[src/wca_pkg.sv]
// ----------------------------------------------------------------------------
// wca_pkg: shared types and constants of the wormhole crossbar allocator
// Port counts, action and phase codes, and the controller/datapath link.
// ----------------------------------------------------------------------------
`default_nettype none

package wca_pkg;

  localparam int NumInputs  = 8;
  localparam int NumOutputs = 8;
  localparam int WaitDepth  = 8;
  localparam int InIdxW     = $clog2(NumInputs);
  localparam int OutIdxW    = $clog2(NumOutputs);
  localparam int QPtrW      = $clog2(WaitDepth);
  localparam int QCntW      = QPtrW + 1;
  localparam int QAddrW     = OutIdxW + QPtrW;
  localparam int QDepth     = NumOutputs * WaitDepth;

  localparam logic [1:0] OpFlit  = 2'd0;
  localparam logic [1:0] OpRaise = 2'd1;
  localparam logic [1:0] OpLower = 2'd2;

  localparam logic [2:0] ActFwd     = 3'd0;
  localparam logic [2:0] ActQueued  = 3'd1;
  localparam logic [2:0] ActHeld    = 3'd2;
  localparam logic [2:0] ActStop    = 3'd3;
  localparam logic [2:0] ActRelease = 3'd4;
  localparam logic [2:0] ActNothing = 3'd5;
  localparam logic [2:0] ActError   = 3'd6;

  localparam logic [1:0] PhFree = 2'd0;
  localparam logic [1:0] PhWait = 2'd1;
  localparam logic [1:0] PhConn = 2'd2;

  typedef struct packed {
    logic       load;   // capture an input item
    logic       eval;   // process captured item (queue head read valid)
  } wca_cmd_t;

  typedef struct packed {
    logic       grant;  // evaluation produced a second result
  } wca_sts_t;

endpackage

`default_nettype wire

[src/wca_ram.sv]
// ----------------------------------------------------------------------------
// wca_ram: generic single-port-write, single-read RAM with registered read
// ----------------------------------------------------------------------------
`default_nettype none

module wca_ram #(
  parameter int Width = 4,
  parameter int Depth = 64
) (
  input  wire logic                     clk_i,
  input  wire logic                     we_i,
  input  wire logic [$clog2(Depth)-1:0] waddr_i,
  input  wire logic [Width-1:0]         wdata_i,
  input  wire logic [$clog2(Depth)-1:0] raddr_i,
  output logic      [Width-1:0]         rdata_o
);

  logic [Width-1:0] mem_q [Depth];

  always_ff @(posedge clk_i) begin
    if (we_i) begin
      mem_q[waddr_i] <= wdata_i;
    end
    rdata_o <= mem_q[raddr_i];
  end

endmodule

`default_nettype wire

[src/wca_ctrl.sv]
// ----------------------------------------------------------------------------
// wca_ctrl: sequencer of the allocator
// Capture an item, wait in the read state for the registered queue read,
// evaluate, then drain one or two results to the output.
// ----------------------------------------------------------------------------
`default_nettype none

module wca_ctrl (
  input  wire logic          clk_i,
  input  wire logic          rst_ni,
  input  wire logic          in_valid,
  output logic               in_stall,
  output logic               out_valid,
  input  wire logic          out_stall,
  output wca_pkg::wca_cmd_t  cmd_o,
  input  wire wca_pkg::wca_sts_t sts_i,
  output logic               sel_second_o
);
  import wca_pkg::*;

  typedef enum logic [4:0] {
    StIdle  = 5'b00001,
    StRead  = 5'b00010,
    StEval  = 5'b00100,
    StOut1  = 5'b01000,
    StOut2  = 5'b10000
  } state_e;

  state_e state_q, state_d;
  logic   two_q, two_d;

  assign in_stall     = (state_q != StIdle);
  assign out_valid    = (state_q == StOut1) || (state_q == StOut2);
  assign sel_second_o = (state_q == StOut2);
  assign cmd_o.load   = (state_q == StIdle) && in_valid;
  assign cmd_o.eval   = (state_q == StEval);

  always_comb begin
    state_d = state_q;
    two_d   = two_q;
    case (state_q)
      StIdle: if (in_valid) state_d = StRead;
      StRead: state_d = StEval;
      StEval: begin
        two_d   = sts_i.grant;
        state_d = StOut1;
      end
      StOut1: if (!out_stall) state_d = two_q ? StOut2 : StIdle;
      StOut2: if (!out_stall) state_d = StIdle;
      default: state_d = StIdle;
    endcase
  end

  always_ff @(posedge clk_i or negedge rst_ni) begin
    if (!rst_ni) begin
      state_q <= StIdle;
      two_q   <= 1'b0;
    end else begin
      state_q <= state_d;
      two_q   <= two_d;
    end
  end

endmodule

`default_nettype wire

[src/wca_dp.sv]
// ----------------------------------------------------------------------------
// wca_dp: allocation tables, wait queues and result registers
// ----------------------------------------------------------------------------
`default_nettype none

module wca_dp (
  input  wire logic              clk_i,
  input  wire logic              rst_ni,
  input  wire wca_pkg::wca_cmd_t cmd_i,
  output wca_pkg::wca_sts_t      sts_o,
  input  wire logic              sel_second_i,
  input  wire logic [1:0]        op_i,
  input  wire logic [3:0]        port_i,
  input  wire logic [3:0]        dest_port_i,
  input  wire logic              is_tail_i,
  output logic [2:0]             action_o,
  output logic [3:0]             in_port_o,
  output logic [3:0]             out_port_o,
  output logic                   input_stop_o,
  output logic                   last_o
);
  import wca_pkg::*;

  logic [1:0] op_q;
  logic [3:0] port_q, dest_q;
  logic       tail_q;

  logic [3:0]       owner_q  [NumOutputs];
  logic [3:0]       outof_q  [NumInputs];
  logic [1:0]       phase_q  [NumInputs];
  logic [QPtrW-1:0] head_q   [NumOutputs];
  logic [QCntW-1:0] count_q  [NumOutputs];
  logic             stop_q   [NumOutputs];

  // result registers: first and second
  logic [2:0] act1_q;
  logic [3:0] ip1_q, op1_q, ip2_q, op2_q;
  logic       st1_q, two_q;

  logic [3:0]   qrdata;
  logic         q_we;
  logic [QAddrW-1:0] q_waddr, q_raddr;

  // queue head address of the routed output for the captured item
  logic [OutIdxW-1:0] rt_oi;
  logic [InIdxW-1:0]  pi;
  logic [3:0]         conn;
  assign pi    = InIdxW'(port_q - 4'd1);
  assign conn  = (outof_q[pi] != 4'd0) ? outof_q[pi] : dest_q;
  assign rt_oi = OutIdxW'(conn - 4'd1);
  assign q_raddr = {rt_oi, head_q[rt_oi]};

  wca_ram #(.Width(4), .Depth(QDepth)) u_queue (
    .clk_i  (clk_i),
    .we_i   (q_we),
    .waddr_i(q_waddr),
    .wdata_i(port_q),
    .raddr_i(q_raddr),
    .rdata_o(qrdata)
  );

  // evaluation decode
  logic [2:0] act;
  logic [3:0] rip, rop;
  logic       rstop, grant;
  logic       take, fwd, rel, enq, set_stop;
  logic [OutIdxW-1:0] oi, si;
  logic [InIdxW-1:0]  ni;
  logic [QPtrW-1:0]   tailp;

  always_comb begin
    act = ActNothing; rip = 4'd0; rop = 4'd0; rstop = 1'b0; grant = 1'b0;
    take = 1'b0; fwd = 1'b0; rel = 1'b0; enq = 1'b0; set_stop = 1'b0;
    oi = OutIdxW'(dest_q - 4'd1);
    si = OutIdxW'(port_q - 4'd1);
    ni = InIdxW'(qrdata - 4'd1);
    tailp = head_q[oi] + QPtrW'(count_q[oi]);
    case (op_q)
      OpFlit: begin
        rip = port_q;
        if (port_q == 4'd0 || port_q > 4'(NumInputs)) begin
          act = ActError;
        end else if (outof_q[pi] == 4'd0 && phase_q[pi] == PhWait) begin
          act = ActHeld; rstop = 1'b1;
        end else if (outof_q[pi] == 4'd0 &&
                     (dest_q == 4'd0 || dest_q > 4'(NumOutputs))) begin
          act = ActError; rop = dest_q;
        end else if (outof_q[pi] == 4'd0 && owner_q[oi] != 4'd0) begin
          rop = dest_q; rstop = 1'b1;
          if (count_q[oi] >= QCntW'(WaitDepth)) begin
            act = ActHeld;
          end else begin
            act = ActQueued; enq = 1'b1;
          end
        end else begin
          take = (outof_q[pi] == 4'd0);
          oi   = rt_oi;
          rop  = conn;
          if (stop_q[oi]) begin
            act = ActHeld; rstop = 1'b1;
          end else begin
            act = ActFwd; fwd = 1'b1;
            rel = tail_q;
            grant = tail_q && count_q[oi] != 4'd0 &&
                    qrdata != 4'd0 && qrdata <= 4'(NumInputs);
          end
        end
      end
      OpRaise, OpLower: begin
        rop = port_q;
        if (port_q == 4'd0 || port_q > 4'(NumOutputs)) begin
          act = ActError;
        end else begin
          set_stop = 1'b1;
          if (owner_q[si] == 4'd0 || owner_q[si] > 4'(NumInputs)) begin
            act = ActNothing;
          end else begin
            rip   = owner_q[si];
            act   = (op_q == OpRaise) ? ActStop : ActRelease;
            rstop = (op_q == OpRaise);
          end
        end
      end
      default: act = ActNothing;
    endcase
  end

  assign q_we    = cmd_i.eval && enq;
  assign q_waddr = {oi, tailp};
  assign sts_o.grant = grant;

  always_ff @(posedge clk_i) begin
    if (cmd_i.load) begin
      op_q <= op_i; port_q <= port_i; dest_q <= dest_port_i; tail_q <= is_tail_i;
    end
    if (cmd_i.eval) begin
      act1_q <= act; ip1_q <= rip; op1_q <= rop; st1_q <= rstop;
      ip2_q <= qrdata; op2_q <= rop; two_q <= grant;
    end
  end

  always_ff @(posedge clk_i or negedge rst_ni) begin
    if (!rst_ni) begin
      for (int i = 0; i < NumOutputs; i++) begin
        owner_q[i] <= '0; head_q[i] <= '0; count_q[i] <= '0; stop_q[i] <= 1'b0;
      end
      for (int i = 0; i < NumInputs; i++) begin
        outof_q[i] <= '0; phase_q[i] <= PhFree;
      end
    end else if (cmd_i.eval) begin
      if (set_stop) stop_q[si] <= (op_q == OpRaise);
      if (enq) begin
        count_q[oi] <= count_q[oi] + QCntW'(1);
        phase_q[pi] <= PhWait;
      end else if (rel) begin
        // free the path; hand the output to the oldest waiter if any
        if (grant) begin
          owner_q[oi] <= qrdata;
          outof_q[ni] <= conn;
          phase_q[ni] <= PhConn;
        end else begin
          owner_q[oi] <= '0;
        end
        outof_q[pi] <= '0;
        phase_q[pi] <= PhFree;
        if (count_q[oi] != '0) begin
          head_q[oi]  <= head_q[oi] + QPtrW'(1);
          count_q[oi] <= count_q[oi] - QCntW'(1);
        end
      end else begin
        if (take) begin
          owner_q[oi] <= port_q;
          outof_q[pi] <= dest_q;
        end
        if (take || fwd) phase_q[pi] <= fwd ? PhConn : PhWait;
      end
    end
  end

  always_comb begin
    if (sel_second_i) begin
      action_o = ActFwd; in_port_o = ip2_q; out_port_o = op2_q;
      input_stop_o = 1'b0; last_o = 1'b1;
    end else begin
      action_o = act1_q; in_port_o = ip1_q; out_port_o = op1_q;
      input_stop_o = st1_q; last_o = !two_q;
    end
  end

endmodule

`default_nettype wire

[src/wormhole_crossbar_allocator_top.sv]
// ----------------------------------------------------------------------------
// wormhole_crossbar_allocator_top: crossbar output allocator for wormhole flits
// Takes flits and output stop events, returns one or two result transfers.
// ----------------------------------------------------------------------------
// One item is handled at a time: the item is captured, the wait-queue RAM
// is read, the item is evaluated, and then each result transfer is held
// for as long as out_stall is high. The registered read of the shared
// wait-queue RAM sets the read step between capture and evaluation.
// Results of a tail that hands the output over come as two transfers; last
// marks the final one. No clearing pass is needed after reset.
`default_nettype none

module wormhole_crossbar_allocator_top (
  input  wire logic       clk_i,
  input  wire logic       rst_ni,
  input  wire logic       in_valid,
  output logic            in_stall,
  input  wire logic [1:0] op_i,
  input  wire logic [3:0] port_i,
  input  wire logic [3:0] dest_port_i,
  input  wire logic       is_tail_i,
  output logic            out_valid,
  input  wire logic       out_stall,
  output logic [2:0]      action_o,
  output logic [3:0]      in_port_o,
  output logic [3:0]      out_port_o,
  output logic            input_stop_o,
  output logic            last_o
);
  import wca_pkg::*;

  wca_cmd_t cmd;
  wca_sts_t sts;
  logic     sel_second;

  // sequencer: capture, read, evaluate, drain
  wca_ctrl u_ctrl (
    .clk_i       (clk_i),
    .rst_ni      (rst_ni),
    .in_valid    (in_valid),
    .in_stall    (in_stall),
    .out_valid   (out_valid),
    .out_stall   (out_stall),
    .cmd_o       (cmd),
    .sts_i       (sts),
    .sel_second_o(sel_second)
  );

  // tables, queues and result registers
  wca_dp u_dp (
    .clk_i       (clk_i),
    .rst_ni      (rst_ni),
    .cmd_i       (cmd),
    .sts_o       (sts),
    .sel_second_i(sel_second),
    .op_i        (op_i),
    .port_i      (port_i),
    .dest_port_i (dest_port_i),
    .is_tail_i   (is_tail_i),
    .action_o    (action_o),
    .in_port_o   (in_port_o),
    .out_port_o  (out_port_o),
    .input_stop_o(input_stop_o),
    .last_o      (last_o)
  );

endmodule

`default_nettype wire
[config.mk]
export PLATFORM = sky130hd
export DESIGN_NAME = wormhole_crossbar_allocator_top
export DESIGN_NICKNAME = d
export VERILOG_FILES = /design/src/wca_pkg.sv /design/src/wca_ram.sv /design/src/wca_ctrl.sv /design/src/wca_dp.sv /design/src/wormhole_crossbar_allocator_top.sv
export SDC_FILE = /design/constraint.sdc
export NUM_CORES = 1
export LEC_CHECK = 0
export ABC_CLOCK_PERIOD_IN_PS = 6600
export BUFFER_PORTS_ARGS = -buffer_cell sky130_fd_sc_hd__buf_2
export CORE_MARGIN = 2
export CORE_UTILIZATION = 50
export CTS_CLUSTER_DIAMETER = 150
export DETAILED_ROUTE_END_ITERATION = 10
export HOLD_SLACK_MARGIN = 0.06
export PLACE_DENSITY_LB_ADDON = 0.12
export SYNTH_ARGS = -nofsm -noshare
export SYNTH_HDL_FRONTEND = slang
export SYNTH_HIERARCHICAL = 1
export SYNTH_SLANG_ARGS = --single-unit
[constraint.sdc]
create_clock -name clk_i -period 6.6 [get_ports clk_i]
set_input_delay 0.33 -clock clk_i [delete_from_list [all_inputs] [get_ports clk_i]]
set_output_delay 0.33 -clock clk_i [all_outputs]
set_load 0.05 [all_outputs]
==> reports/results.txt, run 1 <==
post-synthesis cell count - 1702
clk buf depth - 3
crit path cell chain - inv_2 -> ha_1 -> xor2_4 -> mux4_1 -> and3_1 -> o21ai_2 -> inv_2 -> nand2_1 -> nand2_1 -> a2111oi_1 -> a311o_1 -> nand2_2 -> nand2_1 -> mux2_2
Setup-failing EPs final - 0
final hold viol count - 0
Worst Path Arrival - 6.62 ns
yosys warns - 6
fillers - 3478
Worst path depth - 14
Worst Max-Slew Pin Slew - 1.02 ns
setup repair after global routing missed its margin - false
largest family of logic cells by synthesized area - multiplexers
vias in the first global route - 14500
ANT nets after route - 0
skew final - 0.0145 ns
Final HPWL DP - 41100 µm
Most used DFF post-synth - edfxtp_1
Pleak - 0.00867 µW
cells on worst reg2reg path - 14
# Max-Cap Violations - 0
DR iter-0 viols - 1461
routability congestion estimate - 0.939
Max transition margin - 0.317
crit-path max cell delay - 0.78 ns
sequential area share after synthesis - 0.578
Hold Crit Class - in -> reg
ys async rst share - 0.342
Post-Syn Nets - 1729
All-Layer GR Usage - 0.270
critical path's top delay family - compound AO/OA/AOI/OAI gates
flops & latches, synth - 438
Placement Rows - 75
overflow left after global routing - 0
n_diodes - 0
DRT Pass-1 Iters - 5
number of H-tree levels - 2
Max Slew Vio Count - 0
initial antenna violation count - 1
Post-synth EDFFs - 284
WP data required - 7.07 ns
status - finished, final reports clean
Synth Area in XOR/XNOR - 0.00854
final worst path period share - 0.933
CTS sink count - 438
FF-to-FF Start - u_dp/port_q[0]$_DFFE_PP_
setup total negative slack - 0 ns
root buffer cell - clkbuf_16
crit path launch type - register
CTS buffer count - 47
VDD IR max - 0.239 mV
post-synthesis simple-gate area fraction - 0.114
Reg clk slew, reported paths - 0.06 ns
Crit Path Category - reg -> reg
P&R area growth vs syn - 10.9%
multi-input logic area - 8490 µm²
Synth Area in Adders - 0.00737
die area - 44500 µm²
clock latency on the worst-skew pair - 0.59 ns
TritonCTS clock tree - yes
Critical Path Sink Type - register
Post-Syn Area - 21400 µm²
Routed Wire Length - 59000 µm
pwr/cell area - 368 nW/µm²
layout cells sized above 1 - 0.177
slowest CP cell - a311o_1
first-pass GRT wire length - 90300 µm
reg2reg setup slack - 0.44 ns
Ports - 30
CP most frequent cell - nand2_1
synth unique cells - 85
NumNets Final - 1764
# DRC - 0
largest net degree at the start of global routing - 93
CP bufs+invs - 2
IO buf count - 29
hold slack - 0.0992 ns
core area - 42000 µm²
critical path peak fanout - 24
Avg Inst Size Synth - 12.6 µm²
Die W - 211 µm
Hold Path Stages - 3
hold_sp - out_stall
min Tclk post-route - 6.16 ns
Worst R2R End - u_dp/count_q[26]$_DFFE_PN0P_
Fmax achieved - 162 MHz
WHS Endpoint - u_ctrl/state_q[4]$_DFFE_PN0P_
post-synthesis compound-gate area fraction - 0.112
Via density - 6.39
Reg area - 12400 µm²
DR WL/cell - 25.6 µm
Initial Utilization - 0.509
chip height - 211 µm
via count - 14700
mux share of post-synthesis cell area - 0.152
## state kept, by name (all words and copies together), names as in the netlist, 5 cells and up
name,flops
u_dp/head_q,24
u_dp/u_queue/mem_q,256
u_dp/count_q,32
u_dp/stop_q,8
u_dp/outof_q,32
u_dp/owner_q,32
u_dp/phase_q,16
u_ctrl/state_q,5
## synthesized netlist by cell type, drive strengths merged, types with 5 or more instances
master   instances  area [µm²]
a22o            21         184
a32o            10         100
nand2          205         774
or4              6        48.8
edfxtp         284        8530
a221o            6        60.1
o2bb2ai          9        78.8
ha              11         138
xnor2           13         114
a21oi           82         410
o31ai            5        37.5
mux4            84        1930
a211oi          11        87.6
nand3b           8        60.1
clkbuf          50         188
and2            10        62.6
nor2           148         563
or2             10        62.6
or3              9        56.3
mux2            81         912
nand4           12        81.3
nor2b           15        93.8
dfrtp          149        3730
a22oi           19         143
o221ai           7        61.3
nor4            13        81.3
mux2i           41         410
nand3           41         205
o32a             6        60.1
nor3            26         145
a31oi           10        62.6
inv             34         128
o21a             7        52.6
o22ai           14        87.6
nand2b          15        93.8
xor2             7        68.8
and3             5        31.3
o211ai           6        50.1
buf             44         282
o21ai          114         571
## placed cells by master, fill, tap and decap left out, types with 8 or more instances in the layout
master	netlist	final
dlygate4sd3_1	0	13
a22o_1	21	21
mux2_2	78	78
mux2i_1	41	41
and2_1	10	10
o2bb2ai_1	9	9
o22ai_1	14	14
a22oi_1	19	19
buf_4	5	36
a32o_1	10	10
clkbuf_16	0	48
xnor2_1	13	12
inv_1	31	31
nand3b_1	8	8
nor4_1	13	13
nand4_1	11	11
a31oi_1	10	10
nand2_1	203	203
nor2b_1	15	15
mux4_2	73	73
nand3_1	41	41
nand2b_1	15	15
clkbuf_1	50	15
or3_1	9	9
a21oi_1	82	80
a211oi_1	10	10
ha_1	11	11
dfrtp_1	149	149
edfxtp_1	284	284
nor3_1	23	23
nor2_1	145	144
buf_2	22	28
o21ai_0	110	108
mux4_1	11	11
or2_2	8	8
## layout make-up
type                    instances  share of cell area
repair buffers                 80              0.0246
multi-input cells            1136               0.358
clock buffers                  64              0.0536
flip-flops and latches        438               0.521
well taps                     539              0.0284
inverters                      34             0.00538
clock inverters                16             0.00891
## layer usage
| metal | GRT usage | wire length, µm | vias to the layer above |
|---|---|---|---|
| met1 | 0.370 | 24700 | 7508 |
| met3 | 0.0317 | 3270 | 150 |
| met5 | 0 | 0 | - |
| li1 | - | - | 6549 |
| met2 | 0.445 | 28600 | 531 |
| met4 | 0.108 | 2430 | 0 |
## what timing repair did
| item | in CTS | in global routing |
|---|---|---|
| hold buffers | 13 | 0 |
| gates resized for setup | 0 | 2 |
| setup buffers | 0 | 0 |
| endpoints found under the setup margin | 0 | 18 |
| endpoints found under the hold margin | 90 | 0 |
## worst max path at each step
stage	from	to	slack, ns
global route	u_dp/port_q[0]$_DFFE_PP_	u_dp/count_q[3]$_DFFE_PN0P_	0.02
global placement	u_dp/port_q[0]$_DFFE_PP_	u_dp/count_q[22]$_DFFE_PN0P_	0.40
CTS	u_dp/port_q[0]$_DFFE_PP_	u_dp/count_q[3]$_DFFE_PN0P_	0.38
floorplan	u_dp/port_q[0]$_DFFE_PP_	u_dp/u_queue/rdata_o[1]$_DFF_P_	0.90
finish	u_dp/port_q[0]$_DFFE_PP_	u_dp/count_q[26]$_DFFE_PN0P_	0.44
detailed placement	u_dp/port_q[0]$_DFFE_PP_	u_dp/count_q[3]$_DFFE_PN0P_	0.38
## worst min-delay path: stages
cell    delay (ns)
buf_2         0.12
o31a_1        0.15
nor3_1        0.05
## power by group
| group | leakage, µW | switching (µW) | internal, µW |
|---|---|---|---|
| sequential | 0.00464 | 104 | 3120 |
| clock | 0.000717 | 1080 | 1500 |
| combinational | 0.00331 | 1920 | 1010 |
## logic make-up after synthesis
group	Yosys count
compound gates	365
xor+xnor	20
fa+ha+maj	12
buf+inv	128
flops	438
mux	206
simple gates	533
## stage by stage
| step | area [µm²] | utilization | instances | total power (µW) | setup slack (ns) |
|---|---|---|---|---|---|
| after floorplan | 21400 | - | 1702 | 5250 | 0.899 |
| after global placement | 22100 | 0.526 | 2214 | 6170 | 0.402 |
| after detailed placement | 22100 | 0.526 | 2214 | 6180 | 0.378 |
| after CTS | 23700 | 0.564 | 2307 | 8780 | 0.380 |
| after global routing | 23700 | 0.564 | 2307 | 9120 | 0.0218 |
| final | 23700 | 0.564 | 2307 | 8730 | 0.443 |
(Power assumes the default switching activity.)
==> inputs of run 2 (changes only) <==
--- a/config.mk
+++ b/config.mk
@@ -5,11 +5,12 @@
 export SDC_FILE = /design/constraint.sdc
 export NUM_CORES = 1
 export LEC_CHECK = 0
-export ABC_CLOCK_PERIOD_IN_PS = 6600
+export ABC_AREA = 1
+export ABC_CLOCK_PERIOD_IN_PS = 6750
 export BUFFER_PORTS_ARGS = -buffer_cell sky130_fd_sc_hd__buf_2
 export CORE_MARGIN = 2
 export CORE_UTILIZATION = 50
-export CTS_CLUSTER_DIAMETER = 150
+export CTS_CLUSTER_DIAMETER = 60
 export DETAILED_ROUTE_END_ITERATION = 10
 export HOLD_SLACK_MARGIN = 0.06
 export PLACE_DENSITY_LB_ADDON = 0.12
==> constraint.sdc (replaced) <==
create_clock -name clk_i -period 6.75 [get_ports clk_i]
set_input_delay 0.3375 -clock clk_i [delete_from_list [all_inputs] [get_ports clk_i]]
set_output_delay 0.3375 -clock clk_i [all_outputs]
set_load 0.05 [all_outputs]
==> reports/results.txt, run 2 <==
status - finished, final reports clean
number of H-tree levels - 2 (unchanged)
Die W - 221 µm (+5.0%)
CTS buffer count - 50 (+6.4%)
Placement Rows - 79 (+5.3%)
Final HPWL DP - 48300 µm (+17%)
sequential area share after synthesis - 0.524 (-0.0543)
WP data required - 7.22 ns (+0.15 ns)
Fmax achieved - 167 MHz (+3.0%)
post-CTS setup buffer count - 0 (unchanged)
Via density - 5.73 (-10%)
Setup-failing EPs final - 0 (unchanged)
routability congestion estimate - 0.991 (+5.5%)
utilization after layout - 0.552 (-0.0120)
ys async rst share - 0.342 (unchanged)
most frequent cells in the layout - nand2_1 (1133), nand3_1 (435), edfxtp_1 (284)
flops & latches, synth - 438 (unchanged)
VDD IR max - 0.612 mV (+160%)
Post-synth EDFFs - 284 (unchanged)
Worst Max-Slew Pin Slew - 1.23 ns (+0.203 ns)
WL met3 - 5820 µm (+78%)
TritonCTS clock tree - yes
# DRC - 0 (unchanged)
initial antenna violation count - 0 (-1)
P&R area growth vs syn - 8.91%
largest net degree at the start of global routing - 129 (+39%)
skew final - 0.0322 ns (+0.0177 ns)
cells on worst reg2reg path - 28 (+14)
# Max-Cap Violations - 0 (unchanged)
met2 WL post-DR - 32800 µm (+15%)
crit path launch type - register
Yosys top cell by area - edfxtp_1
Most used DFF post-synth - edfxtp_1
Reg clk slew, reported paths - 0.05 ns (about the same)
Worst R2R End - u_dp/count_q[24]$_DFFE_PN0P_
Crit Path Category - reg -> reg
Initial Utilization - 0.507 (-0.00175)
CP most frequent cell - nand2_1
Post-Syn Area - 23600 µm² (+10%)
area share of the largest cell type after synthesis - 0.361 (-0.0374)
chip height - 221 µm (+5.0%)
yosys warns - 6 (unchanged)
Hold Crit Class - in -> async
Avg Inst Size Synth - 7.97 µm² (-37%)
crit-path max cell delay - 0.73 ns (-0.05 ns)
overflow left after global routing - 0 (unchanged)
min Tclk post-route - 5.98 ns (-0.177 ns)
root buffer cell - clkbuf_16
slowest CP cell - nand2_1
CP bufs+invs - 3 (+1)
most common cell after layout, fill and taps aside - nand2_1
synth unique cells - 47 (-45%)
Ports - 30 (unchanged)
top post-synthesis cells by area - edfxtp_1 (36%), nand2_1 (18%), dfrtp_1 (16%)
Resized Gates After CTS - 0 (unchanged)
Critical Path Source - u_dp/port_q[0]$_DFFE_PP_
via count - 20600 (+40%)
Pleak - 0.0114 µW (+32%)
Synth top cells by count - nand2_1 (1133), nand3_1 (435), edfxtp_1 (284)
DR iter-0 viols - 2125 (+45%)
Critical Path Sink Type - register
post-synthesis cell count - 2962 (+74%)
first-pass GRT wire length - 112000 µm (+24%)
most frequent cell after synthesis - nand2_1
Max transition margin - 0.181 (-0.136)
NumNets Final - 2978 (+69%)
Max Slew Vio Count - 0 (unchanged)
Worst Path Arrival - 6.45 ns (-0.17 ns)
CTS sink count - 438 (unchanged)
final cell count without fillers - 3599 (+56%)
FF-to-FF Start - u_dp/port_q[0]$_DFFE_PP_
IO buf count - 29 (unchanged)
Inst Count DP - 3492 (+58%)
Post-Syn Nets - 2989 (+73%)
final hold viol count - 0 (unchanged)
fin area - 25700 µm² (+8.4%)
ANT nets after route - 0 (unchanged)
pwr/cell area - 525 nW/µm² (+42%)
Routed Wire Length - 72600 µm (+23%)
fillers - 4358 (+25%)
clk buf depth - 3 (unchanged)
critical path's top delay family - simple AND/OR/NAND/NOR gates
DR WL/cell - 20.2 µm (-21%)
max reg flops - 256 (unchanged)
top sig layer - met4
critical path peak fanout - 53 (+120%)
n_diodes - 0 (unchanged)
clock latency on the worst-skew pair - 0.62 ns (+0.03 ns)
setup repair after global routing missed its margin - false
core area - 46600 µm² (+11%)
DRT Pass-1 Iters - 6 (+1)
All-Layer GR Usage - 0.294 (+0.0235)
Largest Register - u_dp/u_queue/mem_q
Area after DPL - 23900 µm² (+8.3%)
vias in the first global route - 19500 (+34%)
layout cells sized above 1 - 0.0722 (-0.105)
met1 wire length - 30800 µm (+25%)
reg2reg setup slack - 0.77 ns (+0.33 ns)
setup total negative slack - 0 ns (unchanged)
final worst path period share - 0.886 (-0.0470)
die area - 49000 µm² (+10%)
run 2: power breakdown:
| part | total [µW] | switching (µW) | internal, µW |
|---|---|---|---|
| Combinational | 7450 | 5610 | 1840 |
| Sequential | 3370 | 160 | 3210 |
| Clock | 2680 | 1140 | 1530 |
| Total | 13500 | 6910 | 6580 |
run 2: per-layer routing:
layer  track usage  up-vias
met2         0.459      988
met3        0.0408      178
met4         0.123        0
li1              -     9689
met1         0.413     9751
met5             0        -
run 2: cells by family after synthesis:
| group | Yosys count | synth area share |
|---|---|---|
| buf+inv | 379 | 0.0746 |
| compound gates | 274 | 0.0616 |
| xor+xnor | 9 | 0.00366 |
| flops | 438 | 0.524 |
| simple gates | 1850 | 0.330 |
| fa+ha+maj | 12 | 0.00668 |
run 2: final cells by class:
type / count / area (µm²) / share of cell area
Multi-Input combinational cell: 2145 / 9520 / 0.370
Sequential cell: 438 / 12400 / 0.481
Clock buffer: 61 / 1330 / 0.0519
Clock inverter: 32 / 287 / 0.0111
Tap cell: 607 / 759 / 0.0295
Inverter: 243 / 916 / 0.0356
Timing Repair Buffer: 73 / 529 / 0.0206
run 2: how the worst max path moves through the flow:
stage	endpoint	depth (start not counted)
floorplan	u_dp/head_q[14]$_DFFE_PN0P_	31
global placement	u_dp/count_q[5]$_DFFE_PN0P_	28
detailed placement	u_dp/count_q[24]$_DFFE_PN0P_	28
CTS	u_dp/count_q[24]$_DFFE_PN0P_	28
global route	u_dp/count_q[24]$_DFFE_PN0P_	28
finish	u_dp/count_q[24]$_DFFE_PN0P_	28
run 2: per-stage QoR:
stage	hold slack (ns)	power (µW)	setup slack (ns)
floorplan	0.0419	8820	1.88
global placement	0.464	10600	1.04
finish	0.344	13500	0.771
global route	0.427	14400	0.164
CTS	0.396	13400	0.861
detailed placement	0.467	10700	0.911
run 2: what timing repair did:
action                                  in CTS  in global routing
endpoints found under the setup margin       0                  0
endpoints found under the hold margin       97                  0
hold buffers                                14                  0
